`src/pitot_div_cell.sv`:
```
// One cell of a restoring divider row: one quotient bit per cell.
// Standalone; numerator and quotient share one shift register.
module pitot_div_cell #(
    parameter int NUM_W  = 23,
    parameter int DEN_W  = 13,
    parameter int SIDE_W = 1
) (
    input  logic              clk,
    input  logic              rst_n,
    input  logic              in_valid,
    input  logic [DEN_W-1:0]  in_rem,
    input  logic [NUM_W-1:0]  in_nq,
    input  logic [DEN_W-1:0]  in_den,
    input  logic [SIDE_W-1:0] in_side,
    output logic              out_valid,
    output logic [DEN_W-1:0]  out_rem,
    output logic [NUM_W-1:0]  out_nq,
    output logic [DEN_W-1:0]  out_den,
    output logic [SIDE_W-1:0] out_side
);

    logic              valid_reg;
    logic [DEN_W-1:0]  rem_reg, rem_next;
    logic [NUM_W-1:0]  nq_reg, nq_next;
    logic [DEN_W-1:0]  den_reg;
    logic [SIDE_W-1:0] side_reg;
    logic [DEN_W:0]    trial;
    logic [DEN_W:0]    diff;
    logic              ge;

    // Bring down the next numerator bit and try to subtract the divisor.
    always_comb
    begin
        trial    = {in_rem, in_nq[NUM_W-1]};
        ge       = (trial >= {1'b0, in_den});
        diff     = trial - {1'b0, in_den};
        rem_next = ge ? diff[DEN_W-1:0] : trial[DEN_W-1:0];
        nq_next  = {in_nq[NUM_W-2:0], ge};
    end

    // The valid flag is control state; the payload needs no reset.
    always_ff @(posedge clk or negedge rst_n)
    begin
        if (!rst_n)
        begin
            valid_reg <= 1'b0;
        end
        else
        begin
            valid_reg <= in_valid;
        end
    end

    always_ff @(posedge clk)
    begin
        rem_reg  <= rem_next;
        nq_reg   <= nq_next;
        den_reg  <= in_den;
        side_reg <= in_side;
    end

    assign out_valid = valid_reg;
    assign out_rem   = rem_reg;
    assign out_nq    = nq_reg;
    assign out_den   = den_reg;
    assign out_side  = side_reg;

endmodule

```
`config.mk`:
```
export PLATFORM = sky130hd
export DESIGN_NAME = pitot_div_cell
export DESIGN_NICKNAME = d
export VERILOG_FILES = /design/src/pitot_div_cell.sv
export SDC_FILE = /design/constraint.sdc
export NUM_CORES = 1
export LEC_CHECK = 0
export BUFFER_PORTS_ARGS = -buffer_cell sky130_fd_sc_hd__buf_2
export CAP_MARGIN = 0
export CORE_AREA = 4 4 82 84
export DETAILED_ROUTE_END_ITERATION = 6
export DIE_AREA = 0 0 86 88
export PLACE_DENSITY = 0.59
export SYNTH_ARGS = -nofsm -noshare
export SYNTH_HDL_FRONTEND = slang
export SYNTH_SLANG_ARGS = --single-unit
```
`constraint.sdc`:
```
create_clock -name clk -period 0.8 [get_ports clk]
set_input_delay 0.16 -clock clk [delete_from_list [all_inputs] [get_ports clk]]
set_output_delay 0.16 -clock clk [all_outputs]
set_load 0.01 [all_outputs]
```
==> run metrics <==
mapped cell area 1930 um^2; DRT iter0 DRCs 91; global-route wire length before repair 9.13 mm; CP Class primary input to flop; Synth cell types 42; startpoint types primary input; Worst Path Required 1.00 ns; RSZ-0062 raised after global routing true; CTS tree done; H-Tree Depth 2; Final Hold Vio Count 0; Seq cells post-synth 51; post-route insts no fill 443; Max Slew Vio Count 0; EDFF count, synth 0; LEAKAGE 0.00179 uW; Max-Cap Viols 0; clk buf depth 2; FFs w/ async S/R, synth 1.96%; critical path's slowest cell or3_4; Core ar. 5920 um^2; part of the cycle the worst path needs 224%; Synth Warn # 0; total power 6780 uW; vias in the first global route 1981; failing checks setup timing; CP max FO 5; row cnt 28; area growth from synthesis to layout 91.1%; worst-margin pin slew 0.490 ns; max_slew headroom 67.1%; Avg Inst Size Synth 11.4 um^2; Initial Util 32.7%; setup ws final -0.994 ns; Clock Sinks 51; Die Y 88 um; largest net degree at the start of global routing 17; Hold Path Class primary input to flop; CTS buffer count 5; final wirelength 5.90 mm; buffers added on ports 103; Max Freq 557 MHz; fill count 482; worst stage delay on the critical path 0.37 ns; die area 7570 um^2; Period minus WS final 1.79 ns; n_diodes 0; hpwl dp 4.05 mm; status finished, violations left; TritonRoute pass-1 iters 4; nature of the critical path endpoint flop; DRC Markers 0; final antenna-violating net count 0; drt via density 4.36; Final nets 434; Mapped Cells 169; top_reg_cell synth dfxtp_1; crit path DAT 1.99 ns; crit-path cells buf_2, ha_4, a21o_1, or3_4, a2111oi_4, or2_4, inv_4, mux2_4; worst vdd ir 0.00125 V; Worst Setup SP in_rem[10]; Die X 86 um; Placed Cells 387; hold path start in_rem[2]; post-synthesis sequential area ratio 53.1%; pwr dens 1840 nW/um^2; DR WL/cell 13.3 um; Ports 104; commonest cells after routing, fill and taps aside 90 x buf_2, 50 x buf_4, 38 x dlygate4sd3_1, 38 x dfxtp_1, 14 x inv_1; root buf cell clkbuf_8; Setup Viol. Count Final 65; grt ovf 0; GPL Wtd Cong 0.808; antenna violations before repair 0; clock slew seen by the registers of the worst setup and hold paths 0.09 ns; vias 1932; GRT Util Overall 15.4%; commonest non-fill, non-tap cell in the layout buf_2; syn nets 236; share of cells above drive strength 1 57.1%
## report_power, final
part / internal [uW] / switching, uW / leakage, uW
combinational: 1220 / 919 / 0.00131
sequential: 2800 / 66.3 / 0.000434
clock: 934 / 833 / 0.0000514
total: 4960 / 1820 / 0.00179
## area by class of cell
class / count / area [um^2] / share of cell area, %
clock buffers: 6 / 72.6 / 1.96
clock inverters: 2 / 37.5 / 1.02
inverters: 19 / 91.3 / 2.47
multi-input cells: 98 / 990 / 26.8
flip-flops and latches: 51 / 1040 / 28.2
well taps: 75 / 93.8 / 2.54
repair buffers: 191 / 1360 / 36.9
repair inverters: 1 / 6.26 / 0.169
## registers in the layout, summed over array words and instances, names as in the netlist
signal     cells
out_valid      1
out_rem       13
out_den       13
out_side       1
out_nq        23
## synthesized netlist by cell type, types with 2 or more instances
cell type | n | share of area (%)
xor2_1 | 4 | 1.8
ha_1 | 13 | 8.4
dfxtp_1 | 50 | 52
nand2_1 | 9 | 1.7
inv_1 | 18 | 3.5
xnor2_1 | 4 | 1.8
nand3_1 | 4 | 1.0
o31ai_1 | 2 | 0.78
a21oi_1 | 9 | 2.3
nor2_1 | 5 | 0.97
or3_1 | 2 | 0.65
mux2_4 | 8 | 6.2
o21ai_0 | 5 | 1.3
a21o_1 | 2 | 0.78
o211ai_1 | 3 | 1.2
nand2b_1 | 2 | 0.65
nor3_1 | 4 | 1.0
## metal layers
| layer | vias to the layer above | share of wire (%) | track usage [%] |
|---|---|---|---|
| met5 | - | 0 | 0 |
| met4 | 0 | 1.2 | 4.75 |
| met3 | 5 | 9.9 | 5.36 |
| met2 | 80 | 49 | 28.0 |
| met1 | 868 | 40 | 16.7 |
| li1 | 979 | - | - |
## repair_timing
item,in CTS,in global routing
cloned,1,0
pin swaps,5,6
hold buffers,38,0
buffers inserted,6,4
endpoints found under the hold margin,38,0
endpoints found under the setup margin,65,65
resized for setup,19,32
## worst paths after layout
check / endpoint / slack, ns / cells after the start
worst max-delay path: out_rem[8]$_DFF_P_ / -0.99 / 8
worst min-delay path: out_rem[3]$_DFF_P_ / 0.1 / 2
max in group asynchronous: out_valid$_DFF_PN0_ / 0.56 / 2
min in group asynchronous: out_valid$_DFF_PN0_ / 0.16 / 2
## stage by stage
stage	utilization [%]	TNS [ns]	setup WS [ns]	hold slack [ns]	area [um^2]
after CTS	59.6	-19.29	-1.05	0.0915	3530
final	62.4	-18.06	-0.994	0.0981	3690
after global placement	49.3	-19.81	-1.48	-0.0656	2920
after floorplan	-	-16.52	-1.27	-0.136	2010
after detailed placement	49.3	-20.23	-1.51	-0.0635	2920
after global routing	62.4	-20.59	-1.04	0.0906	3690
## cells by family (layout without fill, tap and decap cells)
kind of cell / count (synthesis) / count (layout) / share of synthesized area, %
AO/OA/AOI/OAI: 32 / 32 / 12.9
XOR/XNOR: 8 / 8 / 3.62
adder cells (fa/ha/maj): 14 / 14 / 9.45
buffers and inverters: 20 / 219 / 4.53
flip-flops: 51 / 51 / 53.1
multiplexers: 10 / 10 / 7.31
AND/OR/NAND/NOR: 34 / 34 / 9.13
## critical path: cells and delay by family
family	cells	cell delay, ns
muxes	1	0.29
adders and majority gates	1	0.24
AOI/OAI and AO/OA	2	0.47
and+or+nand+nor	2	0.62
buffers and inverters	2	0.20
Power figures use the tool's default switching activity.
