==> src/pitot_sqrt_cell.sv <==
// One cell of a digit-by-digit square root row: one root bit per cell.
// Standalone; the radicand shifts out two bits per cell.
module pitot_sqrt_cell #(
    parameter int ROOT_W = 22,
    parameter int SIDE_W = 1
) (
    input  logic                clk,
    input  logic                rst_n,
    input  logic                in_valid,
    input  logic [ROOT_W:0]     in_rem,
    input  logic [ROOT_W-1:0]   in_root,
    input  logic [2*ROOT_W-1:0] in_rad,
    input  logic [SIDE_W-1:0]   in_side,
    output logic                out_valid,
    output logic [ROOT_W:0]     out_rem,
    output logic [ROOT_W-1:0]   out_root,
    output logic [2*ROOT_W-1:0] out_rad,
    output logic [SIDE_W-1:0]   out_side
);

    logic                valid_reg;
    logic [ROOT_W:0]     rem_reg, rem_next;
    logic [ROOT_W-1:0]   root_reg, root_next;
    logic [2*ROOT_W-1:0] rad_reg, rad_next;
    logic [SIDE_W-1:0]   side_reg;
    logic [ROOT_W+2:0]   trial;
    logic [ROOT_W+2:0]   test;
    logic [ROOT_W+2:0]   diff;
    logic                ge;

    // Bring down two radicand bits and try to subtract 4*root + 1.
    always_comb
    begin
        trial     = {in_rem, in_rad[2*ROOT_W-1 -: 2]};
        test      = {1'b0, in_root, 2'b01};
        ge        = (trial >= test);
        diff      = trial - test;
        rem_next  = ge ? diff[ROOT_W:0] : trial[ROOT_W:0];
        root_next = {in_root[ROOT_W-2:0], ge};
        rad_next  = {in_rad[2*ROOT_W-3:0], 2'b00};
    end

    always_ff @(posedge clk or negedge rst_n)
    begin
        if (!rst_n)
        begin
            valid_reg <= 1'b0;
        end
        else
        begin
            valid_reg <= in_valid;
        end
    end

    always_ff @(posedge clk)
    begin
        rem_reg  <= rem_next;
        root_reg <= root_next;
        rad_reg  <= rad_next;
        side_reg <= in_side;
    end

    assign out_valid = valid_reg;
    assign out_rem   = rem_reg;
    assign out_root  = root_reg;
    assign out_rad   = rad_reg;
    assign out_side  = side_reg;

endmodule

==> config.mk <==
export PLATFORM = sky130hd
export DESIGN_NAME = pitot_sqrt_cell
export DESIGN_NICKNAME = d
export VERILOG_FILES = /design/src/pitot_sqrt_cell.sv
export SDC_FILE = /design/constraint.sdc
export NUM_CORES = 1
export LEC_CHECK = 0
export ABC_AREA = 1
export BUFFER_PORTS_ARGS = -buffer_cell sky130_fd_sc_hd__buf_2
export CELL_PAD_IN_SITES_DETAIL_PLACEMENT = 1
export CELL_PAD_IN_SITES_GLOBAL_PLACEMENT = 1
export CORE_ASPECT_RATIO = 2
export CORE_MARGIN = 1.5
export CORE_UTILIZATION = 32
export DETAILED_ROUTE_END_ITERATION = 6
export GPL_ROUTABILITY_DRIVEN = 1
export HOLD_SLACK_MARGIN = 0.05
export PLACE_DENSITY = 0.81
export SLEW_MARGIN = 15
export SYNTH_ARGS = -nofsm -noshare
export SYNTH_HDL_FRONTEND = slang
export SYNTH_SLANG_ARGS = --single-unit
==> constraint.sdc <==
create_clock -name clk -period 0.8 [get_ports clk]
set_clock_uncertainty 0.1 [all_clocks]
set_input_delay 0.12 -clock clk [delete_from_list [all_inputs] [get_ports clk]]
set_output_delay 0.12 -clock clk [all_outputs]
set_load 0.1 [all_outputs]
==> results of run 1 <==
cells in the mapped netlist, drive strengths merged, types with 2 or more instances:
library cell	n	area share
nor2	27	0.029
nand3	24	0.037
a21oi	11	0.017
nand4	27	0.042
xor2	9	0.020
nor3	3	0.0037
buf	10	0.017
nand2	210	0.20
ha	24	0.075
dfxtp	88	0.44
inv	106	0.099
nand3b	2	0.0037
cells by family after synthesis:
| group | synth area share |
|---|---|
| adder cells (fa/ha/maj) | 0.0750 |
| flip-flops | 0.446 |
| AO/OA/AOI/OAI | 0.0194 |
| AND/OR/NAND/NOR | 0.320 |
| other | 0.000936 |
| buffers and inverters | 0.117 |
| XOR/XNOR | 0.0219 |
through the flow:
stage	setup TNS, ns	setup WS (ns)
after detailed placement	-29.27	-1.28
after global placement	-26.48	-1.13
after floorplan	-16.27	-0.690
==> impl_metrics.ini, run 1 <==
[cts]
cts.root.buffer_cell = clkbuf_16
gates_resized_cts_repair = 102
cts.repair_timing.setup_buffer_count = 20
cts-htree-levels = 3
holdBufCountCts = 66
cts.sinks = 89
ctsLongestPathBuffers = 2
cts_inserted_buffers = 9

[synthesis]
post_synthesis_instance_area_mm2 = 0.00401
yosys_warnings = 0
seq_area_frac_synth = 0.446
post_synth_num_cell_types = 28
asyncSetResetFlopFracSynth = 0.0112
syn-mean-instance-area_um2 = 7.31
syn_inst = 548
synth_edf_count = 0
ys.flop_type = dfxtp_1
yosys_register_bits = 89

[die]
top_level_ports = 184
die_w_um = 82.1
core.rowCount = 57
initial_core_util = 0.328
floorplan.die.height_um = 161

[placement]
port_buffers = 181
detailed_place.area_mm2 = 0.00758
place_hpwl_mm = 15.3
dp.cells = 944
gp_congestion = 0.904

[run_status]
stop_stage = clock tree synthesis (4_1_cts)
run_status = stopped before the end
toolErrorMsg = [ERROR DPL-0033] detailed placement checks failed during check placement.
==> inputs of run 2 (changes only) <==
==> config.mk (replaced) <==
export PLATFORM = sky130hd
export DESIGN_NAME = pitot_sqrt_cell
export DESIGN_NICKNAME = d
export VERILOG_FILES = /design/src/pitot_sqrt_cell.sv
export SDC_FILE = /design/constraint.sdc
export NUM_CORES = 1
export LEC_CHECK = 0
export ABC_AREA = 1
export BUFFER_PORTS_ARGS = -buffer_cell sky130_fd_sc_hd__buf_2
export CORE_MARGIN = 1.5
export CORE_UTILIZATION = 20
export DETAILED_ROUTE_END_ITERATION = 6
export GPL_ROUTABILITY_DRIVEN = 1
export PLACE_DENSITY_LB_ADDON = 0.15
export SLEW_MARGIN = 15
export SYNTH_ARGS = -nofsm -noshare
export SYNTH_HDL_FRONTEND = slang
export SYNTH_SLANG_ARGS = --single-unit
==> run 2 against run 1 <==
The flow now finishes, with violations (negative hold slack, negative setup slack). Synthesized cell count unchanged. Synthesized area unchanged.
==> impl_metrics.ini, run 2 <==
[final_layout]
fillCellCount = 1886
sequential_cell_area_mm2 = 0.00212
layout_commonest_cell = nand2_1
finalNetCount = 1010
top_library_cells_by_usage_in_the_layout_fill_and_taps_aside = 146 x nand2_1, 91 x buf_12, 88 x buf_4, 88 x dfxtp_4, 83 x inv_1
area_growth_syn_to_layout_pct = 133
layout.core_utilization = 0.477
largest_reg_flops = 42
antenna-diode-count = 0
layout_cell_share_with_drive_strength_beyond_1 = 0.580
multiInputGateArea_mm2 = 0.00238

[sta]
hold_viol = 2
finalWorstSetupSlack_ns = -0.622
setup-tns-final_ns = -40.06
setup_repair_after_global_routing_missed_its_margin = yes
finalCriticalPeriod_ns = 1.42
final.hold.worst_slack_ns = -0.0419
final.period_utilization = 1.78
maxClockFrequency_mhz = 703
finalSetupViolCount = 113
finalMaxSlewViolations = 0

[synthesis]
synth_cell_count_leaders = 207 x nand2_1, 103 x inv_1, 88 x dfxtp_1, 27 x nand4_1, 24 x ha_1
syn_inst = 548
ys.flop_type = dfxtp_1
seq_area_frac_synth = 0.446
yosys_register_bits = 89
post_synth_num_cell_types = 28
synth_largest_type_area_fraction = 0.440
post_synthesis_instance_area_mm2 = 0.00401
syn-mean-instance-area_um2 = 7.31
asyncSetResetFlopFracSynth = 0.0112
synth_edf_count = 0
post-synth-top-count-cell = nand2_1
synth.area.top_cells = dfxtp_1 44%, nand2_1 19%, inv_1 9.7%
yosys_warnings = 0
synth_top_area_cell = dfxtp_1

[setup_path]
crit_path_max_fanout = 11
required_time_of_the_critical_path_ns = 0.95
timing.critical_path.slowest_stage_cell = ha_4
worstSetupEndpointType = flop
critical_path.most_common_cell = nand2_2
arrival_ns = 1.57
cp-start-kind = input pin
timing.critical_path.slowest_cell_delay_ns = 0.21
critical_path.cell_chain = buf_4, inv_4, ha_4, nand2_4, inv_2, nand2_2, nand2_2, inv_2, nand2_2, a21oi_4, nand3_4, buf_12, nand2_1, nand2_1
worstSetupPathType = in2reg

[routing]
dr.pass1.iters = 4
routed-via-count = 4536
postRouteWirelength_mm = 15.2
initialDrtViolationCount = 176
viasPerCell = 3.90
post_drt_wl_per_cell_um = 13.1
drc = 0
antenna_left = 0

[placement]
place_hpwl_mm = 11.6
gp_congestion = 0.852
port_buffers = 181

[global_routing]
antenna_violations_before_repair = 0
grt_first_pass_wirelength_mm = 23.7
groute.layer.met3.usage = 0.0358
grt-busiest-layer = met2
grt_max_degree = 19
grt.total_usage = 0.147
gr_layer_usage_met2 = 0.262
globalRouteOverflowTotal = 0
grt_pass1_vias = 4688
groute.layer.met1.usage = 0.175

[pwr]
vdd_drop_max_v = 0.000947
p_leak_nw = 4.49
power.density_cell_area_mw_per_mm2 = 1880

[die]
top_level_ports = 184
initial_core_util = 0.205
die_area_mm2 = 0.0209
die_w_um = 145
core_area_mm2 = 0.0195
core.rowCount = 51
floorplan.die.height_um = 145

[cts]
cts-htree-levels = 3
tritoncts_clock_tree = built
ctsLongestPathBuffers = 2
cts.root.buffer_cell = clkbuf_16
holdBufCountCts = 69
cts_inserted_buffers = 9
cts.sinks = 89
cts.clk_slew.worst_paths_ns = 0.08

[run_status]
run_status = finished, violations left
violations = negative hold slack, negative setup slack

[job]
timing.max_cap.violations = 0

[hold_path]
hp-class = in2async
run 2: cell counts after synthesis:
No cell type changed its count.
run 2: path summary, 6_finish.rpt:
check                       startpoint          end  slack [ns]  cells past startpoint
min                              rst_n    out_valid       -0.04                      2
max                        in_root[14]  out_rem[22]       -0.62                     14
min in group clk             in_rem[6]   out_rem[8]       -0.01                      3
max in group asynchronous        rst_n    out_valid        0.55                      2
run 2: stage by stage:
step / power [mW] / setup slack [ns] / area (um2) / std cells
after floorplan: 9.48 / -0.690 / 4660 / 549
after global placement: 12.5 / -1.06 / 7810 / 1070
after detailed placement: 12.5 / -1.05 / 7810 / 1070
after CTS: 17.5 / -0.552 / 9110 / 1162
after global routing: 18.3 / -0.679 / 9310 / 1163
final: 17.5 / -0.622 / 9310 / 1163
run 2: where the power goes:
group          switching [mW]  internal (mW)
logic                    4.77           3.24
registers               0.337           4.84
clock network            2.08           2.20
run 2: layout make-up:
cell class,count,share of cell area
multi-input combinational,344,0.256
clock buffer,9,0.0242
sequential,89,0.228
clock inverter,7,0.00766
tap,265,0.0356
timing repair buffer,343,0.404
inverter,106,0.0451
run 2: layer usage:
layer | share of wire | wire [um]
met4 | 0.017 | 261
met3 | 0.069 | 1050
met5 | 0 | 0
met1 | 0.44 | 6650
met2 | 0.48 | 7270
run 2: cells by family (layout without fill, tap and decap cells):
family / count (synthesis) / in the layout / share of synthesized area
simple gates: 295 / 295 / 0.320
buf+inv: 116 / 465 / 0.117
flops: 89 / 89 / 0.446
fa+ha+maj: 24 / 24 / 0.0750
compound gates: 13 / 13 / 0.0194
xor+xnor: 10 / 10 / 0.0219
other cells: 1 / 2 / 0.000936
run 2: repair_timing:
item / in CTS / in global routing
gates cloned: 1 / 0
pin swaps: 15 / 14
setup endpoints to repair: 113 / 113
setup buffers: 6 / 1
hold endpoints to repair: 70 / 2
resized for setup: 82 / 55
run 2: worst max-delay path: cells and delay by family:
kind	cells	cell delay, ns
compound gates	1	0.21
fa+ha+maj	1	0.21
buf+inv	5	0.47
simple gates	7	0.55
No activity file was read; power rests on OpenSTA's default activity.
==> inputs of run 3 (changes only) <==
--- a/config.mk
+++ b/config.mk
@@ -7,12 +7,13 @@
 export LEC_CHECK = 0
 export ABC_AREA = 1
 export BUFFER_PORTS_ARGS = -buffer_cell sky130_fd_sc_hd__buf_2
+export CORE_ASPECT_RATIO = 0.75
 export CORE_MARGIN = 1.5
 export CORE_UTILIZATION = 20
 export DETAILED_ROUTE_END_ITERATION = 6
 export GPL_ROUTABILITY_DRIVEN = 1
 export PLACE_DENSITY_LB_ADDON = 0.15
-export SLEW_MARGIN = 15
+export SLEW_MARGIN = 20
 export SYNTH_ARGS = -nofsm -noshare
 export SYNTH_HDL_FRONTEND = slang
 export SYNTH_SLANG_ARGS = --single-unit
==> run 3 against run 2 <==
The run ends with design-rule violations, negative hold slack, negative setup slack left. Setup slack worse by 0.0053 ns. Power is 0.17% lower. Sequential power hardly changed. Clock-buffer cell count is 1 higher. First-iteration DRC count is 29% higher. Global-route usage is 0.82 points higher. Critical path type unchanged.
==> impl_metrics.ini, run 3 (synthesis gave the netlist of run 2 again) <==
[run_status]
run_status = finished, violations left
violations = design-rule violations, negative hold slack, negative setup slack

[routing]
post_drt_wl_per_cell_um = 13.5
routed-via-count = 4517
dr.pass1.iters = 7
viasPerCell = 3.91
initialDrtViolationCount = 227
drc = 22
antenna_left = 0
postRouteWirelength_mm = 15.7

[die]
core.rowCount = 44
floorplan.die.height_um = 126
core_area_mm2 = 0.0195
top_level_ports = 184
die_w_um = 166
die_area_mm2 = 0.0209
initial_core_util = 0.206

[setup_path]
required_time_of_the_critical_path_ns = 0.95
end_point_of_the_critical_path = out_rem[1]
worstSetupPathType = in2reg
cp.depth = 14
arrival_ns = 1.57
worstSetupEndpointType = flop
crit_start = in_root[14]
path_buf_inv = 5
critical_path.cell_chain = buf_4, inv_4, ha_4, nand2_4, inv_2, nand2_2, nand2_2, inv_2, nand2_4, a21oi_4, nand3_4, buf_12, nand2_2, nand2_1
kind_of_cell_adding_the_most_delay_to_the_critical_path = simple AND/OR/NAND/NOR gates
critical_path.most_common_cell = nand2_2
timing.critical_path.slowest_stage_cell = ha_4
cp-start-kind = input pin
crit_path_max_fanout = 8
timing.critical_path.slowest_cell_delay_ns = 0.21

[pwr]
report.power.total_mw = 17.4
vdd_drop_max_v = 0.000894
power.density_cell_area_mw_per_mm2 = 1860
p_leak_nw = 4.51

[final_layout]
layout.core_utilization = 0.481
fillCellCount = 1870
instances_no_fill = 1156
sequential_cell_area_mm2 = 0.00212
antenna-diode-count = 0
largest_reg_flops = 42
layout_commonest_cell = nand2_1
area_growth_syn_to_layout_pct = 134
multiInputGateArea_mm2 = 0.00239
top_library_cells_by_usage_in_the_layout_fill_and_taps_aside = 134 x nand2_1, 92 x buf_12, 88 x dfxtp_4, 84 x buf_4, 80 x buf_2
layout_cell_share_with_drive_strength_beyond_1 = 0.588
finalNetCount = 1015

[global_routing]
grt.total_usage = 0.155
globalRouteOverflowTotal = 0
grt_pass1_vias = 4619
grt_max_degree = 17
antenna_violations_before_repair = 0
grt_first_pass_wirelength_mm = 24.8

[sta]
maxClockFrequency_mhz = 701
final.hold.worst_slack_ns = -0.0239
final.period_utilization = 1.78
setup_repair_after_global_routing_missed_its_margin = yes
finalCriticalPeriod_ns = 1.43
hold_viol = 1
finalSetupViolCount = 113
finalMaxSlewViolations = 0
finalWorstSetupSlack_ns = -0.627

[placement]
gp_congestion = 0.837
port_buffers = 181
dp.cells = 1048
place_hpwl_mm = 11.6

[cts]
cts.clk_slew.worst_paths_ns = 0.07
cts.root.buffer_cell = clkbuf_16
ctsLongestPathBuffers = 2
tritoncts_clock_tree = built
cts_inserted_buffers = 9
cts.sinks = 89
holdBufCountCts = 77
cts-htree-levels = 3

[hold_path]
hp-class = in2async

[job]
timing.max_cap.violations = 0
run 3: how the worst min path moves through the flow:
stage          startpoint   endpoint  slack, ns  cells past startpoint
6_report            rst_n  out_valid      -0.02                      2
5_1_grt             rst_n  out_valid      -0.02                      2
3_5_place_dp        rst_n  out_valid      -0.20                      1
3_3_place_gp        rst_n  out_valid      -0.21                      1
4_1_cts             rst_n  out_valid      -0.04                      2
2_1_floorplan       rst_n  out_valid      -0.28                      0
run 3: per-stage QoR:
stage          area [um2]  worst slack [ns]  setup TNS (ns)
2_1_floorplan        4660            -0.690          -16.27
3_3_place_gp         7730             -1.06          -25.13
3_5_place_dp         7730             -1.06          -24.95
4_1_cts              9140            -0.556          -41.01
5_1_grt              9380            -0.694          -44.96
6_report             9380            -0.627          -40.74
run 3: report_power, final:
part	internal (mW)	switching (mW)
sequential	4.84	0.336
combinational	3.29	4.83
clock	2.15	1.99
total	10.3	7.16
run 3: repair_timing:
| action | 4_1_cts | 5_1_grt |
|---|---|---|
| pin swaps | 6 | 24 |
| setup buffers | 11 | 2 |
| hold endpoints to repair | 77 | 1 |
| resized for setup | 86 | 67 |
| endpoints found under the setup margin | 113 | 113 |
| gates cloned | 1 | 1 |
run 3: per-layer routing:
metal	vias to the layer above	routed length, um	global-route usage
met5	-	0	0
met2	139	6990	0.254
li1	2372	-	-
met1	1994	7430	0.200
met4	0	184	0.0428
met3	12	1050	0.0443
run 3: area by class of cell:
class | instances | share of cell area
Clock buffer | 10 | 0.0244
Inverter | 106 | 0.0454
Clock inverter | 6 | 0.00534
Tap cell | 253 | 0.0338
Multi-Input combinational cell | 344 | 0.255
Timing Repair Buffer | 348 | 0.410
Sequential cell | 89 | 0.226
